## config.mk

```make
export PLATFORM = sky130hd
export DESIGN_NAME = multi_channel_pwm_generator
export DESIGN_NICKNAME = d
export VERILOG_FILES = /design/src/sv/mcpwm_pkg.sv /design/src/sv/mcpwm_ram.sv /design/src/sv/mcpwm_div.sv /design/src/sv/multi_channel_pwm_generator.sv
export VERILOG_INCLUDE_DIRS = /design/src /design/src/sv
export SDC_FILE = /design/constraint.sdc
export NUM_CORES = 2
export LEC_CHECK = 0
export BUFFER_PORTS_ARGS = -buffer_cell sky130_fd_sc_hd__buf_2
export CORE_MARGIN = 1.5
export CORE_UTILIZATION = 40
export DETAILED_ROUTE_END_ITERATION = 16
export PLACE_DENSITY = 0.63
export SETUP_SLACK_MARGIN = 0.05
export SLEW_MARGIN = 10
export SYNTH_ARGS = -nofsm -noshare
export SYNTH_HDL_FRONTEND = slang
export SYNTH_SLANG_ARGS = --single-unit
```

## constraint.sdc

```tcl
create_clock -name clk -period 6.3 [get_ports clk]
set_input_delay 0.63 -clock clk [delete_from_list [all_inputs] [get_ports clk]]
set_output_delay 0.63 -clock clk [all_outputs]
set_load 0.005 [all_outputs]
```

## src/sv/assert_macros.svh

```systemverilog
// Assertion macros shared by the PWM generator RTL.
`ifndef ASSERT_MACROS_SVH
`define ASSERT_MACROS_SVH

// Check a condition at every clock edge out of reset.
`define ASSERT_ALWAYS(label, cond, msg) \
    label: assert property (@(posedge clk) disable iff (!rst_n) (cond)) \
        else $error(msg);

// Check a consequence in the same cycle.
`define ASSERT_IMPLY(label, ante, cons, msg) \
    label: assert property (@(posedge clk) disable iff (!rst_n) (ante) |-> (cons)) \
        else $error(msg);

// Check a consequence in the following cycle.
`define ASSERT_NEXT(label, ante, cons, msg) \
    label: assert property (@(posedge clk) disable iff (!rst_n) (ante) |=> (cons)) \
        else $error(msg);

`endif

```

## src/sv/mcpwm_pkg.sv

```systemverilog
// Shared constants, codes and types of the multi-channel PWM generator.
package mcpwm_pkg;

    localparam int CHANNELS         = 8;
    localparam int TICKS_PER_SECOND = 1000000;

    localparam int CH_W       = (CHANNELS > 1) ? $clog2(CHANNELS) : 1;
    localparam int CHIN_W     = 4;
    localparam int OP_W       = 2;
    localparam int TICK_W     = 20;
    localparam int STEP_W     = 16;
    localparam int PIN_W      = 8;
    localparam int STAT_W     = 3;
    localparam int DIV_W      = TICK_W;
    localparam int PROD_W     = STEP_W + DIV_W;
    localparam int CFG_IDX_W  = 3;
    localparam int CFG_DATA_W = 20;

    // Operation codes
    localparam logic [OP_W-1:0] OP_TICK  = 2'd0;
    localparam logic [OP_W-1:0] OP_FREQ  = 2'd1;
    localparam logic [OP_W-1:0] OP_RANGE = 2'd2;
    localparam logic [OP_W-1:0] OP_DUTY  = 2'd3;

    // Status codes
    localparam logic [STAT_W-1:0] ST_OK          = 3'd0;
    localparam logic [STAT_W-1:0] ST_BAD_CHANNEL = 3'd1;
    localparam logic [STAT_W-1:0] ST_BAD_FREQ    = 3'd2;
    localparam logic [STAT_W-1:0] ST_BAD_RANGE   = 3'd3;
    localparam logic [STAT_W-1:0] ST_FREQ_UNSET  = 3'd4;
    localparam logic [STAT_W-1:0] ST_BAD_VALUE   = 3'd5;

    // Configuration register indexes
    localparam logic [CFG_IDX_W-1:0] CFG_MIN_FREQ  = 3'd0;
    localparam logic [CFG_IDX_W-1:0] CFG_MAX_FREQ  = 3'd1;
    localparam logic [CFG_IDX_W-1:0] CFG_MIN_STEPS = 3'd2;
    localparam logic [CFG_IDX_W-1:0] CFG_MAX_STEPS = 3'd3;

    // Configuration reset values
    localparam logic [TICK_W-1:0] MIN_FREQ_RST  = 20'd1;
    localparam logic [TICK_W-1:0] MAX_FREQ_RST  = 20'd1000000;
    localparam logic [STEP_W-1:0] MIN_STEPS_RST = 16'd1;
    localparam logic [STEP_W-1:0] MAX_STEPS_RST = 16'd65535;

    // Per-channel state entry held in the channel memory
    typedef struct packed {
        logic [TICK_W-1:0] period;
        logic [STEP_W-1:0] range;
        logic [TICK_W-1:0] duty;
        logic [TICK_W-1:0] pending;
        logic [TICK_W-1:0] phase;
        logic              active;
    } chan_entry_t;

    localparam int ENTRY_W = $bits(chan_entry_t);

    // Divider request and response
    typedef struct packed {
        logic             start;
        logic [DIV_W-1:0] dividend;
        logic [DIV_W-1:0] divisor;
    } div_req_t;

    typedef struct packed {
        logic             busy;
        logic             done;
        logic [DIV_W-1:0] quotient;
        logic [DIV_W-1:0] remainder;
    } div_rsp_t;

endpackage

```

## src/sv/mcpwm_ram.sv

```systemverilog
// Simple dual-port RAM with registered read.
module mcpwm_ram #(
    parameter int WIDTH  = 8,
    parameter int DEPTH  = 8,
    localparam int ADDR_W = (DEPTH > 1) ? $clog2(DEPTH) : 1
) (
    input  logic              clk,
    input  logic              wr_en,
    input  logic [ADDR_W-1:0] wr_addr,
    input  logic [WIDTH-1:0]  wr_data,
    input  logic              rd_en,
    input  logic [ADDR_W-1:0] rd_addr,
    output logic [WIDTH-1:0]  rd_data
);

    logic [WIDTH-1:0] mem_reg [DEPTH];
    logic [WIDTH-1:0] rd_data_reg;

    // Write port
    always_ff @(posedge clk)
    begin
        if (wr_en)
        begin
            mem_reg[wr_addr] <= wr_data;
        end
    end

    // Registered read port
    always_ff @(posedge clk)
    begin
        if (rd_en)
        begin
            rd_data_reg <= mem_reg[rd_addr];
        end
    end

    assign rd_data = rd_data_reg;

endmodule

```

## src/sv/mcpwm_div.sv

```systemverilog
// Restoring divider, one quotient bit per cycle.
module mcpwm_div (
    input  logic                clk,
    input  logic                rst_n,
    input  mcpwm_pkg::div_req_t req,
    output mcpwm_pkg::div_rsp_t rsp
);

    localparam int CNT_W = (mcpwm_pkg::DIV_W > 1) ? $clog2(mcpwm_pkg::DIV_W) : 1;

    logic                        busy_reg, busy_next;
    logic                        done_reg, done_next;
    logic [CNT_W-1:0]            cnt_reg, cnt_next;
    logic [mcpwm_pkg::DIV_W-1:0] quo_reg, quo_next;
    logic [mcpwm_pkg::DIV_W-1:0] rem_reg, rem_next;
    logic [mcpwm_pkg::DIV_W-1:0] dvs_reg, dvs_next;
    logic [mcpwm_pkg::DIV_W:0]   rem_shift;
    logic [mcpwm_pkg::DIV_W:0]   diff;
    logic                        fits;

    // Trial subtract of one step
    always_comb
    begin
        rem_shift = {rem_reg, quo_reg[mcpwm_pkg::DIV_W-1]};
        diff      = rem_shift - {1'b0, dvs_reg};
        fits      = (rem_shift >= {1'b0, dvs_reg});
    end

    // Load on start, shift one bit per cycle, flag the last step
    always_comb
    begin
        busy_next = busy_reg;
        done_next = 1'b0;
        cnt_next  = cnt_reg;
        quo_next  = quo_reg;
        rem_next  = rem_reg;
        dvs_next  = dvs_reg;
        if (req.start)
        begin
            busy_next = 1'b1;
            cnt_next  = '0;
            quo_next  = req.dividend;
            rem_next  = '0;
            dvs_next  = req.divisor;
        end
        else if (busy_reg)
        begin
            quo_next = {quo_reg[mcpwm_pkg::DIV_W-2:0], fits};
            rem_next = fits ? diff[mcpwm_pkg::DIV_W-1:0] : rem_shift[mcpwm_pkg::DIV_W-1:0];
            if (cnt_reg == CNT_W'(mcpwm_pkg::DIV_W - 1))
            begin
                busy_next = 1'b0;
                done_next = 1'b1;
            end
            else
            begin
                cnt_next = cnt_reg + 1'b1;
            end
        end
    end

    // Control registers
    always_ff @(posedge clk or negedge rst_n)
    begin
        if (!rst_n)
        begin
            busy_reg <= 1'b0;
            done_reg <= 1'b0;
            cnt_reg  <= '0;
        end
        else
        begin
            busy_reg <= busy_next;
            done_reg <= done_next;
            cnt_reg  <= cnt_next;
        end
    end

    // Datapath registers
    always_ff @(posedge clk)
    begin
        quo_reg <= quo_next;
        rem_reg <= rem_next;
        dvs_reg <= dvs_next;
    end

    assign rsp.busy      = busy_reg;
    assign rsp.done      = done_reg;
    assign rsp.quotient  = quo_reg;
    assign rsp.remainder = rem_reg;

endmodule

```

## src/sv/multi_channel_pwm_generator.sv

```systemverilog
// Top level of the multi-channel PWM generator: sequencer over the channel memory.
//
// Usage: each request on the input channel (in_valid/in_stall) is a tick or a
// write of one channel's frequency, range or duty value. Every request gives
// exactly one result (pin_mask, status) on the output channel (out_valid/out_stall).
// Limit registers are written through cfg_valid/cfg_ready/cfg_index/cfg_data;
// cfg_ready is always high and writes are meant for idle periods only.
// Per-channel state lives in one RAM read and written back by the sequencer.
// From accept to result: a tick visits the channel entries in order, one channel
// entry per cycle through the RAM port; a valid frequency write runs one division
// and a duty write up to two divisions on the bit-serial divider; a range write
// passes the load, evaluate and write-back states. One request is in work at a time.
// A new request is taken while the previous result still waits in the output
// register; if out_stall holds, the finished result waits in the sequencer.
// Reset clears the limits to their defaults, all channels to unset and the pin
// levels to zero; channel entries read as zero until first written.
module multi_channel_pwm_generator (
    input  logic                               clk,
    input  logic                               rst_n,
    input  logic                               in_valid,
    output logic                               in_stall,
    input  logic [mcpwm_pkg::OP_W-1:0]         operation,
    input  logic [mcpwm_pkg::CHIN_W-1:0]       channel,
    input  logic [mcpwm_pkg::TICK_W-1:0]       frequency,
    input  logic [mcpwm_pkg::STEP_W-1:0]       steps,
    input  logic [mcpwm_pkg::STEP_W-1:0]       duty_value,
    output logic                               out_valid,
    input  logic                               out_stall,
    output logic [mcpwm_pkg::PIN_W-1:0]        pin_mask,
    output logic [mcpwm_pkg::STAT_W-1:0]       status,
    input  logic                               cfg_valid,
    output logic                               cfg_ready,
    input  logic [mcpwm_pkg::CFG_IDX_W-1:0]    cfg_index,
    input  logic [mcpwm_pkg::CFG_DATA_W-1:0]   cfg_data
);

    `include "assert_macros.svh"

    localparam int CH_W   = mcpwm_pkg::CH_W;
    localparam int TICK_W = mcpwm_pkg::TICK_W;
    localparam int STEP_W = mcpwm_pkg::STEP_W;
    localparam int PIN_W  = mcpwm_pkg::PIN_W;
    localparam int DIV_W  = mcpwm_pkg::DIV_W;
    localparam int PROD_W = mcpwm_pkg::PROD_W;

    // Sequencer states
    localparam logic [3:0] S_IDLE = 4'd0;
    localparam logic [3:0] S_TICK = 4'd1;
    localparam logic [3:0] S_LOAD = 4'd2;
    localparam logic [3:0] S_EVAL = 4'd3;
    localparam logic [3:0] S_DIVF = 4'd4;
    localparam logic [3:0] S_DIVQ = 4'd5;
    localparam logic [3:0] S_DIVD = 4'd6;
    localparam logic [3:0] S_SAT  = 4'd7;
    localparam logic [3:0] S_WB   = 4'd8;
    localparam logic [3:0] S_DONE = 4'd9;

    logic [3:0]                        state_reg, state_next;
    logic [mcpwm_pkg::OP_W-1:0]        op_reg, op_next;
    logic [mcpwm_pkg::CHIN_W-1:0]      ch_reg, ch_next;
    logic [TICK_W-1:0]                 freq_reg, freq_next;
    logic [STEP_W-1:0]                 steps_reg, steps_next;
    logic [STEP_W-1:0]                 val_reg, val_next;
    mcpwm_pkg::chan_entry_t            entry_reg, entry_next;
    logic [PROD_W-1:0]                 prod_reg, prod_next;
    logic [mcpwm_pkg::STAT_W-1:0]      status_reg, status_next;
    logic [CH_W:0]                     rd_idx_reg, rd_idx_next;
    logic [CH_W-1:0]                   proc_idx_reg, proc_idx_next;
    logic [PIN_W-1:0]                  mask_reg, mask_next;
    logic [PIN_W-1:0]                  pin_levels_reg, pin_levels_next;
    logic                              out_valid_reg, out_valid_next;
    logic [PIN_W-1:0]                  out_pin_reg, out_pin_next;
    logic [mcpwm_pkg::STAT_W-1:0]      out_status_reg, out_status_next;
    logic [mcpwm_pkg::CHANNELS-1:0]    valid_bits_reg, valid_bits_next;
    logic                              rd_valid_reg, rd_valid_next;
    logic [TICK_W-1:0]                 min_freq_reg, min_freq_next;
    logic [TICK_W-1:0]                 max_freq_reg, max_freq_next;
    logic [STEP_W-1:0]                 min_steps_reg, min_steps_next;
    logic [STEP_W-1:0]                 max_steps_reg, max_steps_next;

    logic                              in_accept;
    logic                              bad_channel;
    logic                              out_load;
    logic                              ram_wr_en;
    logic [CH_W-1:0]                   ram_wr_addr;
    mcpwm_pkg::chan_entry_t            ram_wr_data;
    logic                              ram_rd_en;
    logic [CH_W-1:0]                   ram_rd_addr;
    logic [mcpwm_pkg::ENTRY_W-1:0]     ram_rd_data;
    mcpwm_pkg::chan_entry_t            rd_entry;
    mcpwm_pkg::chan_entry_t            tick_entry;
    logic                              tick_run;
    logic                              tick_level;
    logic [TICK_W-1:0]                 duty_eff;
    logic [TICK_W:0]                   phase_inc;
    logic                              range_big;
    logic [PROD_W-1:0]                 mul_res;
    mcpwm_pkg::div_req_t               div_req;
    mcpwm_pkg::div_rsp_t               div_rsp;

    // Channel state memory
    mcpwm_ram #(
        .WIDTH (mcpwm_pkg::ENTRY_W),
        .DEPTH (mcpwm_pkg::CHANNELS)
    ) u_ram (
        .clk     (clk),
        .wr_en   (ram_wr_en),
        .wr_addr (ram_wr_addr),
        .wr_data (ram_wr_data),
        .rd_en   (ram_rd_en),
        .rd_addr (ram_rd_addr),
        .rd_data (ram_rd_data)
    );

    // Shared divider
    mcpwm_div u_div (
        .clk   (clk),
        .rst_n (rst_n),
        .req   (div_req),
        .rsp   (div_rsp)
    );

    assign in_stall    = (state_reg != S_IDLE);
    assign in_accept   = in_valid && !in_stall;
    assign bad_channel = ({1'b0, channel} >= (mcpwm_pkg::CHIN_W + 1)'(mcpwm_pkg::CHANNELS));
    assign cfg_ready   = 1'b1;

    // Entries never written read as zero
    assign rd_entry = rd_valid_reg ? mcpwm_pkg::chan_entry_t'(ram_rd_data)
                                   : mcpwm_pkg::chan_entry_t'('0);

    // Advance one channel by one tick
    always_comb
    begin
        tick_entry = rd_entry;
        tick_run   = rd_entry.active && (rd_entry.period != '0);
        duty_eff   = (rd_entry.phase == '0) ? rd_entry.pending : rd_entry.duty;
        tick_level = tick_run && (rd_entry.phase < duty_eff);
        phase_inc  = {1'b0, rd_entry.phase} + 1'b1;
        if (tick_run)
        begin
            tick_entry.duty  = duty_eff;
            tick_entry.phase = (phase_inc >= {1'b0, rd_entry.period})
                               ? '0 : phase_inc[TICK_W-1:0];
        end
    end

    assign range_big = (DIV_W'(entry_reg.range) > entry_reg.period);
    assign mul_res   = val_reg * div_rsp.quotient;

    // Request sequencer
    always_comb
    begin
        state_next      = state_reg;
        op_next         = op_reg;
        ch_next         = ch_reg;
        freq_next       = freq_reg;
        steps_next      = steps_reg;
        val_next        = val_reg;
        entry_next      = entry_reg;
        prod_next       = prod_reg;
        status_next     = status_reg;
        rd_idx_next     = rd_idx_reg;
        proc_idx_next   = proc_idx_reg;
        mask_next       = mask_reg;
        pin_levels_next = pin_levels_reg;
        valid_bits_next = valid_bits_reg;
        ram_rd_en       = 1'b0;
        ram_rd_addr     = ch_reg[CH_W-1:0];
        ram_wr_en       = 1'b0;
        ram_wr_addr     = ch_reg[CH_W-1:0];
        ram_wr_data     = entry_reg;
        div_req         = '0;
        out_load        = 1'b0;

        unique case (state_reg)
            S_IDLE:
            begin
                if (in_accept)
                begin
                    op_next     = operation;
                    ch_next     = channel;
                    freq_next   = frequency;
                    steps_next  = steps;
                    val_next    = duty_value;
                    status_next = mcpwm_pkg::ST_OK;
                    if (operation == mcpwm_pkg::OP_TICK)
                    begin
                        ram_rd_en     = 1'b1;
                        ram_rd_addr   = '0;
                        rd_idx_next   = (CH_W + 1)'(1);
                        proc_idx_next = '0;
                        mask_next     = '0;
                        state_next    = S_TICK;
                    end
                    else if (bad_channel)
                    begin
                        status_next = mcpwm_pkg::ST_BAD_CHANNEL;
                        state_next  = S_DONE;
                    end
                    else
                    begin
                        ram_rd_en   = 1'b1;
                        ram_rd_addr = channel[CH_W-1:0];
                        state_next  = S_LOAD;
                    end
                end
            end

            S_TICK:
            begin
                // Write back the channel read last cycle, read the next one
                ram_wr_en   = 1'b1;
                ram_wr_addr = proc_idx_reg;
                ram_wr_data = tick_entry;
                valid_bits_next[proc_idx_reg] = 1'b1;
                mask_next   = mask_reg | (PIN_W'(tick_level) << proc_idx_reg);
                if (rd_idx_reg < (CH_W + 1)'(mcpwm_pkg::CHANNELS))
                begin
                    ram_rd_en   = 1'b1;
                    ram_rd_addr = rd_idx_reg[CH_W-1:0];
                    rd_idx_next = rd_idx_reg + 1'b1;
                end
                if (proc_idx_reg == CH_W'(mcpwm_pkg::CHANNELS - 1))
                begin
                    pin_levels_next = mask_next;
                    state_next      = S_DONE;
                end
                else
                begin
                    proc_idx_next = proc_idx_reg + 1'b1;
                end
            end

            S_LOAD:
            begin
                entry_next = rd_entry;
                state_next = S_EVAL;
            end

            S_EVAL:
            begin
                unique case (op_reg)
                    mcpwm_pkg::OP_FREQ:
                    begin
                        if ((freq_reg == '0) || (freq_reg < min_freq_reg)
                            || (freq_reg > max_freq_reg))
                        begin
                            status_next = mcpwm_pkg::ST_BAD_FREQ;
                            state_next  = S_DONE;
                        end
                        else
                        begin
                            div_req.start    = 1'b1;
                            div_req.dividend = DIV_W'(mcpwm_pkg::TICKS_PER_SECOND);
                            div_req.divisor  = freq_reg;
                            state_next       = S_DIVF;
                        end
                    end
                    mcpwm_pkg::OP_RANGE:
                    begin
                        if ((steps_reg == '0) || (steps_reg < min_steps_reg)
                            || (steps_reg > max_steps_reg))
                        begin
                            status_next = mcpwm_pkg::ST_BAD_RANGE;
                            state_next  = S_DONE;
                        end
                        else if (entry_reg.period == '0)
                        begin
                            status_next = mcpwm_pkg::ST_FREQ_UNSET;
                            state_next  = S_DONE;
                        end
                        else
                        begin
                            entry_next.range   = steps_reg;
                            entry_next.pending = '0;
                            entry_next.active  = 1'b1;
                            state_next         = S_WB;
                        end
                    end
                    default:
                    begin
                        // Duty value write
                        if (val_reg > entry_reg.range)
                        begin
                            status_next = mcpwm_pkg::ST_BAD_VALUE;
                            state_next  = S_DONE;
                        end
                        else if ((entry_reg.range == '0) || (entry_reg.period == '0))
                        begin
                            entry_next.pending = '0;
                            state_next         = S_WB;
                        end
                        else
                        begin
                            div_req.start = 1'b1;
                            if (range_big)
                            begin
                                div_req.dividend = DIV_W'(entry_reg.range);
                                div_req.divisor  = entry_reg.period;
                            end
                            else
                            begin
                                div_req.dividend = entry_reg.period;
                                div_req.divisor  = DIV_W'(entry_reg.range);
                            end
                            state_next = S_DIVQ;
                        end
                    end
                endcase
            end

            S_DIVF:
            begin
                if (div_rsp.done)
                begin
                    if (div_rsp.remainder != '0)
                    begin
                        status_next = mcpwm_pkg::ST_BAD_FREQ;
                        state_next  = S_DONE;
                    end
                    else
                    begin
                        entry_next.period  = div_rsp.quotient;
                        entry_next.pending = '0;
                        entry_next.phase   = '0;
                        state_next         = S_WB;
                    end
                end
            end

            S_DIVQ:
            begin
                // Steps per tick or ticks per step is ready
                if (div_rsp.done)
                begin
                    if (range_big)
                    begin
                        div_req.start    = 1'b1;
                        div_req.dividend = DIV_W'(val_reg);
                        div_req.divisor  = div_rsp.quotient;
                        state_next       = S_DIVD;
                    end
                    else
                    begin
                        prod_next  = mul_res;
                        state_next = S_SAT;
                    end
                end
            end

            S_DIVD:
            begin
                if (div_rsp.done)
                begin
                    prod_next  = PROD_W'(div_rsp.quotient);
                    state_next = S_SAT;
                end
            end

            S_SAT:
            begin
                entry_next.pending = (prod_reg > PROD_W'(entry_reg.period))
                                     ? entry_reg.period : prod_reg[TICK_W-1:0];
                state_next         = S_WB;
            end

            S_WB:
            begin
                ram_wr_en = 1'b1;
                valid_bits_next[ch_reg[CH_W-1:0]] = 1'b1;
                state_next = S_DONE;
            end

            S_DONE:
            begin
                // Hold the result until the output register frees up
                if (!out_valid_reg || !out_stall)
                begin
                    out_load   = 1'b1;
                    state_next = S_IDLE;
                end
            end

            default:
            begin
                state_next = S_IDLE;
            end
        endcase
    end

    // Track whether the entry being read was ever written
    always_comb
    begin
        rd_valid_next = rd_valid_reg;
        if (ram_rd_en)
        begin
            rd_valid_next = valid_bits_reg[ram_rd_addr];
        end
    end

    // Output register
    always_comb
    begin
        out_valid_next  = out_valid_reg && out_stall;
        out_pin_next    = out_pin_reg;
        out_status_next = out_status_reg;
        if (out_load)
        begin
            out_valid_next  = 1'b1;
            out_pin_next    = pin_levels_reg;
            out_status_next = status_reg;
        end
    end

    // Configuration writes
    always_comb
    begin
        min_freq_next  = min_freq_reg;
        max_freq_next  = max_freq_reg;
        min_steps_next = min_steps_reg;
        max_steps_next = max_steps_reg;
        if (cfg_valid && cfg_ready)
        begin
            unique case (cfg_index)
                mcpwm_pkg::CFG_MIN_FREQ:  min_freq_next  = cfg_data[TICK_W-1:0];
                mcpwm_pkg::CFG_MAX_FREQ:  max_freq_next  = cfg_data[TICK_W-1:0];
                mcpwm_pkg::CFG_MIN_STEPS: min_steps_next = cfg_data[STEP_W-1:0];
                mcpwm_pkg::CFG_MAX_STEPS: max_steps_next = cfg_data[STEP_W-1:0];
                default:
                begin
                end
            endcase
        end
    end

    // Control registers
    always_ff @(posedge clk or negedge rst_n)
    begin
        if (!rst_n)
        begin
            state_reg      <= S_IDLE;
            rd_idx_reg     <= '0;
            proc_idx_reg   <= '0;
            pin_levels_reg <= '0;
            out_valid_reg  <= 1'b0;
            valid_bits_reg <= '0;
            rd_valid_reg   <= 1'b0;
            min_freq_reg   <= mcpwm_pkg::MIN_FREQ_RST;
            max_freq_reg   <= mcpwm_pkg::MAX_FREQ_RST;
            min_steps_reg  <= mcpwm_pkg::MIN_STEPS_RST;
            max_steps_reg  <= mcpwm_pkg::MAX_STEPS_RST;
        end
        else
        begin
            state_reg      <= state_next;
            rd_idx_reg     <= rd_idx_next;
            proc_idx_reg   <= proc_idx_next;
            pin_levels_reg <= pin_levels_next;
            out_valid_reg  <= out_valid_next;
            valid_bits_reg <= valid_bits_next;
            rd_valid_reg   <= rd_valid_next;
            min_freq_reg   <= min_freq_next;
            max_freq_reg   <= max_freq_next;
            min_steps_reg  <= min_steps_next;
            max_steps_reg  <= max_steps_next;
        end
    end

    // Payload registers
    always_ff @(posedge clk)
    begin
        op_reg         <= op_next;
        ch_reg         <= ch_next;
        freq_reg       <= freq_next;
        steps_reg      <= steps_next;
        val_reg        <= val_next;
        entry_reg      <= entry_next;
        prod_reg       <= prod_next;
        status_reg     <= status_next;
        mask_reg       <= mask_next;
        out_pin_reg    <= out_pin_next;
        out_status_reg <= out_status_next;
    end

    assign out_valid = out_valid_reg;
    assign pin_mask  = out_pin_reg;
    assign status    = out_status_reg;

    // Checks on the sequencer and datapath
    `ASSERT_IMPLY(a_ram_no_clash, ram_wr_en && ram_rd_en, ram_wr_addr != ram_rd_addr, "RAM read and write hit the same entry")
    `ASSERT_IMPLY(a_div_start_idle, div_req.start, !div_rsp.busy, "divider started while busy")
    `ASSERT_IMPLY(a_duty_sat, ram_wr_en, ram_wr_data.pending <= ram_wr_data.period, "pending duty exceeds period")
    `ASSERT_NEXT(a_tick_ok, out_load && (op_reg == mcpwm_pkg::OP_TICK), status == mcpwm_pkg::ST_OK, "tick result without ok status")

endmodule
```

==> results.yml <==
placement:
  hpwl_um: 124000
  dp.cells: 8344
  gp_congestion: 0.921
  dp_worst_setup_slack_ns: -0.269
  io_buffers: 98
clock_tree:
  cts_tree: "built"
  clk_latency_ns: 0.80
  cts_max_level: 4
  cts_buffer_depth: 3
  clk_pin_slew_ns: 0.06
  cts_root_buf: "clkbuf_16"
  clock_sinks: 1253
  cts-buffers-inserted: 137
status:
  outcome: "finished, final reports clean"
floorplan:
  core_sq_um: 167000
  die_h_um: 412
  io_pins: 100
  start_util_pct: 40.2
  die_area_sq_um: 170000
  fp-row-count: 150
  die_x_um: 412
worst_setup_path:
  crit_fanout: 8
  critPathArrivalTime_ns: 6.68
  r2r_end: "prod_reg[33]"
  crit_top_cell: "fa_1"
  critical_path.max_stage_delay_ns: 0.54
  start_kind: "flip-flop"
  crit_type: "reg2reg"
  required_ns: 6.83
  worst_path_max_delay_cell: "fa_1"
  rrSetupSlack_ns: 0.14
  crit_chain: "buf_4, and2_1, fa_1, fa_1, fa_1, fa_1, fa_1, inv_1, fa_1, inv_1, ha_1, and2_4, a221oi_4, buf_4, nor2_1, a211o_1, o21ai_2, buf_6, a21oi_4, buf_4, nor4_4, a211oi_1"
  timing.rr.start: "val_reg[14]"
  cp-startpoint: "val_reg[14]"
  setup.worst_path.end: "prod_reg[33]"
  crit_path_end_kind: "flip-flop"
  reg2regPathDepth: 22
timing:
  hold_viol: 0
  tns_ns: 0
  min_period_ns: 6.16
  slew_viol_final: 0
  max_slew_margin_pct: 6.07
  fin_ws_ns: 0.144
  fin_skew_ns: 0.0323
  rsz0062_at_grt: "true"
  tightest_slew_ns: 1.39
  setup_violations: 0
  fmax_mhz: 162
  fin_crit_sh_pct: 97.7
  worst_hold_slack_ns: 0.0435
hold_path:
  min_path_cells: 1
  min_path_type: "in2reg"
yosys:
  netlist_area_sq_um: 67000
  postSynthCellCount: 6178
  syn_nets: 6812
  yosys.cell_count.top_type: "nand2_1"
  ys.flop_type: "edfxtp_1"
  synth_top_area_cell: "edfxtp_1"
  synth_commonest_cells: "nand2_1 (1458), edfxtp_1 (1125), nand3_1 (543)"
  ys_async_sr_fraction_pct: 8.62
  synth.area.top_cells: "edfxtp_1 (50%), nand2_1 (8.2%), fa_1 (7.5%)"
  yosys_warnings: 0
  ys_types: 88
  ys_seq_area_share_pct: 55.1
  synth_edf_count: 1125
  synth_area_per_cell_sq_um: 10.8
  synth_top_area_share_pct: 50.4
  synth-seq-cells: 1253
route:
  ant_nets: 0
  vias_per_cell: 5.45
  wl_um: 187000
  firstDrtPassIters: 5
  drt_iter0_drc: 4885
  vias: 47200
  avgRoutedWirePerCell_um: 21.6
  drc: 0
finish:
  fin_cells: 8656
  largest_reg_flops: 776
  drive_gt1_share_pct: 10.8
  fin_nets: 6972
  n_fill_cell: 15100
  area_delta_synth_final_pct: 13.8
global_routing:
  grt_max_degree: 123
  grt_pass1_wl_um: 283000
  grt_pass1_vias: 45700
  track_usage_pct: 21.8
  antenna_found_initial: 10
  grt_overflow: 0
run:
  drv_cap: 0
==> kinds of logic after synthesis <==
logic type,synth area share [%]
buf+inv,4.94
other cells,0.00560
simple gates,17.0
compound gates,7.87
flops,55.1
fa+ha+maj,13.0
xor+xnor,0.706
mux,1.30
==> layer usage <==
layer	up-vias	GRT usage (%)	wire [um]
met1	23300	29.9	79600
met2	1748	34.6	87000
met3	343	3.77	13600
li1	21800	-	-
met5	-	0	0
met4	0	8.16	7030
==> critical path, delay by kind of cell (launching register included) <==
kind	cells	cell delay, ns
DFF	1	0.53
buffers and inverters	6	0.76
and+or+nand+nor	4	0.49
AOI/OAI and AO/OA	5	0.86
adders and majority gates	7	3.25
==> worst min-delay path by stage <==
stage,startpoint,to,slack [ns]
floorplan,rst_n,max_freq_reg[0],0.33
global placement,pin_levels_reg[0],pin_mask[0],0.44
detailed placement,pin_levels_reg[0],pin_mask[0],0.45
CTS,duty_value[7],val_reg[7],0.0005
global route,duty_value[7],val_reg[7],0.01
finish,duty_value[10],val_reg[10],0.04
==> cell type report <==
type | count | area [sq um] | share of cell area, %
well taps | 2204 | 2760 | 3.62
diodes | 4 | 10.0 | 0.0131
flip-flops and latches | 1253 | 36900 | 48.4
multi-input cells | 4113 | 27200 | 35.7
clock inverters | 83 | 892 | 1.17
clock buffers | 166 | 3630 | 4.76
inverters | 466 | 1750 | 2.30
repair buffers | 367 | 3010 | 3.95
==> layout by cell type (no fill, tap or decap), drive strengths merged, types with 33 or more instances in the layout <==
cell,netlist,routed
fa,251,251
ha,297,297
mux2i,41,41
o211ai,53,53
nor2,180,180
nand2,1458,1458
o21ai,366,366
nor3,40,40
nand4,33,33
a211oi,40,40
clkbuf,198,166
xnor2,36,36
clkinv,0,60
mux2,41,41
dfrtp,83,83
a21oi,144,144
buf,148,328
a21o,52,52
inv,466,472
and2,164,164
dlygate4sd3,0,39
nand3,546,546
nor4,43,43
edfxtp,1125,1125
==> per-stage QoR <==
stage / util (%) / area, sq um
floorplan: - / 67000
global placement: 42.5 / 70900
detailed placement: 42.5 / 70900
CTS: 45.5 / 75900
global route: 45.7 / 76200
finish: 45.7 / 76200
==> timing repair <==
item / CTS / global route
hold buffers: 39 / 0
pin swaps: 1 / 22
setup buffers: 4 / 15
endpoints found under the hold margin: 78 / 0
endpoints found under the setup margin: 10 / 22
resized for setup: 10 / 47
Power is not shown: default switching activity piles up to over one toggle a cycle in this logic, so the estimate is an artifact.
